--- config.mk ---
export PLATFORM = sky130hd
export DESIGN_NAME = fik_unit
export DESIGN_NICKNAME = d
export VERILOG_FILES = /design/src/hw/rtl/fik_pkg.sv /design/src/hw/rtl/fik_unit.sv
export SDC_FILE = /design/constraint.sdc
export NUM_CORES = 1
export LEC_CHECK = 0
export BUFFER_PORTS_ARGS = -buffer_cell sky130_fd_sc_hd__buf_2
export CAP_MARGIN = 20
export CORE_ASPECT_RATIO = 0.75
export CORE_MARGIN = 2
export CORE_UTILIZATION = 35
export CTS_BUF_LIST = sky130_fd_sc_hd__clkbuf_4 sky130_fd_sc_hd__clkbuf_8
export CTS_CLUSTER_SIZE = 12
export DETAILED_ROUTE_END_ITERATION = 10
export PLACE_DENSITY_LB_ADDON = 0.12
export SLEW_MARGIN = 25
export SYNTH_ARGS = -nofsm -noshare
export SYNTH_HDL_FRONTEND = slang
export SYNTH_SLANG_ARGS = --single-unit
--- constraint.sdc ---
create_clock -name clk -period 3.85 [get_ports clk]
set_input_delay 0.5775 -clock clk [delete_from_list [all_inputs] [get_ports clk]]
set_output_delay 0.5775 -clock clk [all_outputs]
set_load 0.1 [all_outputs]
--- src/hw/rtl/fik_pkg.sv ---
// Package for the three-segment inverse-kinematics solver core.
// Holds coordinate widths, register indexes, status codes and shared structs.
// Depends on nothing.
package fik_pkg;

    localparam int CoordWidth  = 32;
    localparam int LenWidth    = 31;
    localparam int DiffWidth   = CoordWidth + 1;
    localparam int SqWidth     = 2 * DiffWidth + 2;
    localparam int RootWidth   = SqWidth / 2;
    localparam int ProdWidth   = DiffWidth + LenWidth;
    localparam int CfgIdxWidth = 3;

    localparam logic [CfgIdxWidth-1:0] REG_LENGTH_FIRST  = 3'd0;
    localparam logic [CfgIdxWidth-1:0] REG_LENGTH_SECOND = 3'd1;
    localparam logic [CfgIdxWidth-1:0] REG_LENGTH_THIRD  = 3'd2;
    localparam logic [CfgIdxWidth-1:0] REG_TOLERANCE     = 3'd3;
    localparam logic [CfgIdxWidth-1:0] REG_PASS_LIMIT    = 3'd4;

    localparam logic [1:0] STATUS_CONVERGED   = 2'd0;
    localparam logic [1:0] STATUS_LIMIT       = 2'd1;
    localparam logic [1:0] STATUS_UNREACHABLE = 2'd2;

    localparam logic OP_LOAD  = 1'b0;
    localparam logic OP_SOLVE = 1'b1;

    typedef logic signed [CoordWidth-1:0] coord_t;

    // Request from the sequencer to the shared root and divide unit.
    typedef struct packed {
        logic              start_sqrt;
        logic              start_div;
        logic [SqWidth-1:0] operand;
        logic [RootWidth-1:0] divisor;
    } fik_req_t;

    typedef struct packed {
        logic                 done;
        logic [RootWidth-1:0] result;
    } fik_rsp_t;

    function automatic coord_t sat_coord(input logic signed [CoordWidth+1:0] v);
        logic signed [CoordWidth+1:0] hi;
        logic signed [CoordWidth+1:0] lo;
        hi = (CoordWidth+2)'({1'b0, {(CoordWidth-1){1'b1}}});
        lo = -hi - (CoordWidth+2)'(1);
        if (v > hi)
            return hi[CoordWidth-1:0];
        else if (v < lo)
            return lo[CoordWidth-1:0];
        return v[CoordWidth-1:0];
    endfunction

endpackage

--- src/hw/rtl/fik_unit.sv ---
// Shared bit-serial square root and restoring divider, one bit per cycle.
// Depends on fik_pkg.
module fik_unit
    import fik_pkg::*;
(
    input  logic     clk,
    input  logic     rst_n,
    input  fik_req_t req,
    output fik_rsp_t rsp
);

    localparam int CntWidth = $clog2(SqWidth + 1);

    logic                 busy_reg, busy_next;
    logic                 is_div_reg, is_div_next;
    logic [CntWidth-1:0]  cnt_reg, cnt_next;
    logic [SqWidth-1:0]   num_reg, num_next;
    logic [RootWidth-1:0] den_reg, den_next;
    logic [SqWidth:0]     rem_reg, rem_next;
    logic [RootWidth-1:0] quo_reg, quo_next;
    logic                 done_reg, done_next;

    logic [SqWidth+1:0]   trial;
    logic [SqWidth:0]     shifted;

    always_comb
    begin
        busy_next   = busy_reg;
        is_div_next = is_div_reg;
        cnt_next    = cnt_reg;
        num_next    = num_reg;
        den_next    = den_reg;
        rem_next    = rem_reg;
        quo_next    = quo_reg;
        done_next   = 1'b0;
        shifted     = '0;
        trial       = '0;
        if (req.start_sqrt || req.start_div)
        begin
            busy_next   = 1'b1;
            is_div_next = req.start_div;
            num_next    = req.operand;
            den_next    = req.divisor;
            rem_next    = '0;
            quo_next    = '0;
            cnt_next    = req.start_div ? CntWidth'(SqWidth) : CntWidth'(RootWidth);
        end
        else if (busy_reg)
        begin
            if (is_div_reg)
            begin
                // Restoring division, one numerator bit a cycle.
                shifted  = {rem_reg[SqWidth-1:0], num_reg[SqWidth-1]};
                num_next = {num_reg[SqWidth-2:0], 1'b0};
                trial    = {1'b0, shifted} - (SqWidth+2)'(den_reg);
                if (!trial[SqWidth+1])
                begin
                    rem_next = trial[SqWidth:0];
                    quo_next = {quo_reg[RootWidth-2:0], 1'b1};
                end
                else
                begin
                    rem_next = shifted;
                    quo_next = {quo_reg[RootWidth-2:0], 1'b0};
                end
            end
            else
            begin
                // Digit-by-digit root, two radicand bits a cycle.
                shifted  = {rem_reg[SqWidth-2:0], num_reg[SqWidth-1:SqWidth-2]};
                num_next = {num_reg[SqWidth-3:0], 2'b00};
                trial    = {1'b0, shifted}
                         - (SqWidth+2)'({quo_reg, 2'b01});
                if (!trial[SqWidth+1])
                begin
                    rem_next = trial[SqWidth:0];
                    quo_next = {quo_reg[RootWidth-2:0], 1'b1};
                end
                else
                begin
                    rem_next = shifted;
                    quo_next = {quo_reg[RootWidth-2:0], 1'b0};
                end
            end
            cnt_next = cnt_reg - CntWidth'(1);
            if (cnt_reg == CntWidth'(1))
            begin
                busy_next = 1'b0;
                done_next = 1'b1;
            end
        end
    end

    always_ff @(posedge clk or negedge rst_n)
    begin
        if (!rst_n)
        begin
            busy_reg <= 1'b0;
            done_reg <= 1'b0;
            cnt_reg  <= '0;
        end
        else
        begin
            busy_reg <= busy_next;
            done_reg <= done_next;
            cnt_reg  <= cnt_next;
        end
    end

    always_ff @(posedge clk)
    begin
        is_div_reg <= is_div_next;
        num_reg    <= num_next;
        den_reg    <= den_next;
        rem_reg    <= rem_next;
        quo_reg    <= quo_next;
    end

    assign rsp.done   = done_reg;
    assign rsp.result = quo_reg;

    a_done_after_busy: assert property (@(posedge clk) disable iff (!rst_n)
        rsp.done |-> $past(busy_reg)) else $error("done without work");
    a_no_busy_done: assert property (@(posedge clk) disable iff (!rst_n)
        rsp.done |-> !busy_reg) else $error("done while busy");
    a_cnt_idle: assert property (@(posedge clk) disable iff (!rst_n)
        !busy_reg |-> cnt_reg == '0) else $error("count left over");

endmodule

# == Yosys cells after proc, flatten, opt, wreduce, memory -nomap -nowiden ==
# Cells that the tools add are included.
# op_classes
addsub,3
multipliers,0
n_div,0
order_cmp,0
eq_ne,1
shifts,0
n_mux,18
n_bitwise,0
n_reduce_logical,2
# op_table
operator,count
68-bit two-way mux,6
69-bit by 34-bit subtractor with 70-bit output,1
69-bit by 36-bit subtractor with 70-bit output,1
7-bit two-way mux,3
1-bit two-way mux,9
"7-bit by 1-bit == test with 1-bit output, second input constant",1
"7-bit by 1-bit subtractor with 7-bit output, second input constant",1
2-bit nonzero test,1
1-bit logical OR,1
# totals
ff_bits,214
latchBits,0
mem_bits_rw,0
romBits,0
inputBits,106
n_memories,0

# == Logic depth before layout (Yosys ltp) ==
# depth
word_depth,4
mapped_depth,16

# == Worst setup path before layout ==
# No wires, ideal clock.
# synth_path
kind,register -> register
from,reg quo_reg[8]
to,reg rem_reg[56]
setup_ns,0.122
arrival_ns,3.564
t_required_ns,3.728
path_slack_ns,0.164
stages_incl_launch_ff,14
path_buffers,1
synth_period_minus_slack_ns,3.686
path_cell_list,dfxtp_1 -> inv_1 -> ha_1 -> and4_1 -> and4_1 -> a22oi_1 -> a211oi_2 -> o211a_1 -> nor2_4 -> or2_1 -> buf_4 -> nor4b_1 -> mux2i_1 -> a221o_1
# synth_between
elab_chain_cells,3
# synth_lines
element,line_no,source
"start, declared",fik_unit.sv:20,"logic [RootWidth-1:0] quo_reg, quo_next;"
"start signal, assigned",fik_unit.sv:116,quo_reg <= quo_next;
69-bit by 36-bit subtractor with 70-bit output,fik_unit.sv:73,"- (SqWidth+2)'({quo_reg, 2'b01});"
68-bit two-way mux,fik_unit.sv:74,if (!trial[SqWidth+1])
68-bit two-way mux,fik_unit.sv:50,if (is_div_reg)
"end signal, assigned",fik_unit.sv:115,rem_reg <= rem_next;
"end, declared",fik_unit.sv:19,"logic [SqWidth:0] rem_reg, rem_next;"
# Every way passes these cells.
# A chain may end at the register's enable or synchronous reset.

# == Final worst setup path ==
# layout_path
from,reg num_reg[67]
to,reg rem_reg[62]
# layout_between
elab_chain_cells,3
# layout_lines
element,line_no,source
"start, declared",fik_unit.sv:17,"logic [SqWidth-1:0] num_reg, num_next;"
"start signal, assigned",fik_unit.sv:113,num_reg <= num_next;
69-bit by 36-bit subtractor with 70-bit output or 69-bit by 34-bit subtractor with 70-bit output (tied branches),"fik_unit.sv:73, fik_unit.sv:55",
"68-bit two-way mux, on equally long branches","fik_unit.sv:74, fik_unit.sv:56",
68-bit two-way mux *,fik_unit.sv:50,
# Mark *: on every way between the ends. The rest lies on a longest branch, timed or not.

==> flow_results.org <==
** Run status
- Run status :: finished, final reports clean

** Synth
- For this run, the number of Yosys warnings is 0.
- The mapped netlist covers 0.01513 sq mm.
- Unique masters post-synth :: 90
- Dominant synthesized flop cell :: edfxtp_1
- Share of Yosys cell area claimed by the top area cell type :: 0.2044
- Nets in the synthesized netlist :: 1,957
- By instance count, the leading cell after synthesis is nand2_1.
- Most instantiated cells after synthesis :: 226 x nand2_1, 151 x o21ai_0, 126 x nor2_1
- Yosys mapped a number of flops with a built-in enable equal to 103.
- The average instance in the mapped netlist occupies 8.507 sq um.
- Of all cell types, the one taking the most synthesized area is edfxtp_1.
- After technology mapping, the gate count stands at 1,779.
- Async set-reset flop share out of synthesis :: 0.04206
- Cell types occupying the most area after synthesis :: edfxtp_1 20%, dfxtp_1 13%, mux2i_1 7.0%, ha_1 5.9%, nand2_1 5.6%
- The share of the Yosys chip area taken by registers is 0.3542.
- Yosys reg bits :: 214

** STA
- Setup repair after global routing left no endpoint under its margin.
- Dividing the final minimum period by the clock period gives 0.9331.
- Subtracting the final worst setup slack from the clock period gives 3592 ps.
- At the pin with the least slew margin, the transition time is 1030 ps.
- Upper clock frequency limit :: 278.4 MHz
- Endpoints failing setup :: 0
- The number of max-slew violations in the final report was 0.
- Max-slew headroom :: 0.3119
- Crit path setup slack, layout :: 257.5 ps
- Post-Route Skew :: 30.70 ps
- Post-Route Setup TNS :: 0 ps
- Final hold violations :: 0

** Cells and area
- The count of cells in the finished layout, fillers not included, comes to 2,533.
- Final net count :: 2,105
- Layout cell share with drive strength beyond 1 :: 0.1730
- Fin area :: 0.01761 sq mm
- For this run, the share of the core covered by cells in the final layout is 0.4156.
- From synthesis to final layout, the design area changed by 16.37%.

** Floorplan
- Measured along the y axis, the die boundary spans 184.1 um.
- After floorplanning, the core was divided into 65 placement rows.
- From left edge to right edge, the die measures 244.1 um.
- For this design the top-level I/O count stands at 141.
- In this run the standard cell core region covers 0.04237 sq mm.
- Total die area :: 0.04493 sq mm
- The initial utilization of the core area, before any placement, comes to 0.3572.

** Power and ir drop
- Static leakage :: 0.007819 uW
- Pwr/cell area :: 1028 mW/mm^2
- The worst-case IR drop observed on VDD is 0.4267 mV.

** Place
- At the end of routability-driven placement, the weighted congestion stood at 0.9056.
- Detailed placement finished with a half-perimeter wire length of 35.80 mm.
- Number of placed instances with taps included :: 2,452
- Dpl ws :: 102.6 ps
- Area of placed instances :: 0.01669 sq mm
- Number of port buffers :: 140

** Clocking
- TritonCTS clock tree :: built
- After clock tree synthesis, the clock-pin slew on the worst setup and hold paths is 60 ps.
- The later pin in the worst-skew pair is clocked with a latency of 590 ps.
- The number of clock buffers added by TritonCTS is 41.
- Clock sink count :: 214
- Counting along the longest clock path gives a buffer depth of 3.
- The H-tree generated during clock tree synthesis spans 2 levels.
- The tree is rooted in a clkbuf_8.

** Global route
- GRT Residual Overflow :: 0
- Pin count of the biggest net entering global routing :: 214
- Initial antenna violation count :: 6
- Met2 Resource Use GR :: 0.2841
- The number of global-route vias before repair is 13.00k.
- Global-route wire length before repair :: 75.47 mm
- For this run, the total global-route usage over all layers was measured as 0.2132.
- Met3 Track Usage GR :: 0.05532
- The layer flagged by global routing as most heavily used is met1.
- Global-route track usage on met1 :: 0.3367

** Run
- Across the run, the number of max-cap violations was 0.

** Critical path
- Sort of element at the start of the critical path :: flip-flop
- STA classifies the critical path endpoint as a flip-flop.
- The critical path is of the reg -> reg type.
- Peak fanout along the critical path :: 9
- For the worst setup path, the data required time is 4320 ps.
- At the worst endpoint, the arrival time is 4060 ps.

** Detailed routing
- WL per Instance :: 19.21 um
- The detail route stage leaves a number of antenna-violating nets equal to 0.
- Using the TritonRoute via totals, the vias-per-cell ratio works out to 5.446.
- In the routed design, unresolved DRC markers number 0.
- The first detailed-routing pass took 5 iterations.
- After the first detailed-routing iteration, the DRC count stood at 1,244.
- Final Routed Wirelength :: 48.65 mm
- Vias after detailed routing :: 13.79k

** Hold path
- The worst hold path belongs to the class in -> reg.
-- logic make-up (layout without fill, tap and decap cells) --
group | after synthesis | count (layout) | synth area share
and+or+nand+nor | 552 | 552 | 0.1763
buffers and inverters | 220 | 401 | 0.06011
adders and majority gates | 72 | 72 | 0.06002
xor gates and xnor gates | 118 | 118 | 0.06829
AOI/OAI and AO/OA | 497 | 497 | 0.2110
muxes | 106 | 106 | 0.07011
other | 0 | 4 | 0
DFF | 214 | 214 | 0.3542
-- layout make-up --
type | instances | area [sq um]
Antenna cell | 4 | 10.01
Sequential cell | 214 | 5364
Timing Repair Buffer | 224 | 1371
Multi-Input combinational cell | 1345 | 8900
Tap cell | 569 | 711.9
Inverter | 101 | 384.1
Fill cell | 4373 | 24760
Clock inverter | 12 | 95.09
Clock buffer | 64 | 774.5
-- per-stage QoR --
step	power [uW]	hold slack, ps
6_report	18100	176.6
5_1_grt	19460	139.7
4_1_cts	17890	136.1
3_5_place_dp	15340	445.9
3_3_place_gp	15400	445.2
2_1_floorplan	11620	281.9
-- final timing paths --
check | start | to | slack, ps | cells past startpoint
max | num_reg[67] | rem_reg[62] | 260 | 15
min | req[7] | den_reg[7] | 180 | 1
max reg2reg | num_reg[67] | rem_reg[62] | 260 | 15
min reg2reg | rem_reg[67] | rem_reg[67] | 490 | 2
max in group asynchronous | rst_n | busy_reg | 3220 | 2
min in group asynchronous | rst_n | cnt_reg[0] | 420 | 2
-- critical path, stage by stage, from the launching register on --
cell	delay [ps]
edfxtp_1	400
inv_1	110
ha_1	180
inv_1	50
fa_1	430
a211oi_2	230
o21ai_2	140
o21ai_0	310
a211oi_1	150
o21ai_0	230
o211ai_1	220
nor4_2	200
buf_4	250
nand3_1	100
xnor2_1	170
a221o_1	320
-- cell usage in the layout (no fill, tap or decap), types with 13 or more instances in the layout --
master	count
o21ai_0	151
nand2_1	226
nor4_1	21
clkbuf_4	17
nand3_1	29
nor3_1	20
a31oi_1	16
buf_2	140
nand4_1	28
inv_1	99
xnor2_1	71
buf_4	80
xor2_1	47
mux2i_1	106
a21oi_1	114
ha_1	71
clkbuf_8	47
o21bai_1	15
a211oi_1	15
nor2_1	124
o211ai_1	36
dfxtp_1	102
edfxtp_1	103
a21o_1	27
or3_1	13
-- where the power goes --
group          internal [uW]  switching [uW]  total (uW)
clock                   1360            1100        2460
combinational           4910            7370       12300
sequential              2810             564        3370
total                   9070            9030       18100
-- per-layer routing --
| metal | up-vias | wire (um) |
|---|---|---|
| met5 | - | 27 |
| met4 | 4 | 659 |
| met3 | 53 | 4285 |
| li1 | 6767 | - |
| met2 | 467 | 18400 |
| met1 | 6503 | 25290 |
-- what timing repair did --
item / 4_1_cts / 5_1_grt
resized for setup: 0 / 5
hold buffers: 1 / 0
setup endpoints to repair: 0 / 5
buffers inserted: 0 / 0
endpoints found under the hold margin: 9 / 0
Note: power is estimated with default switching activity, not from simulation.
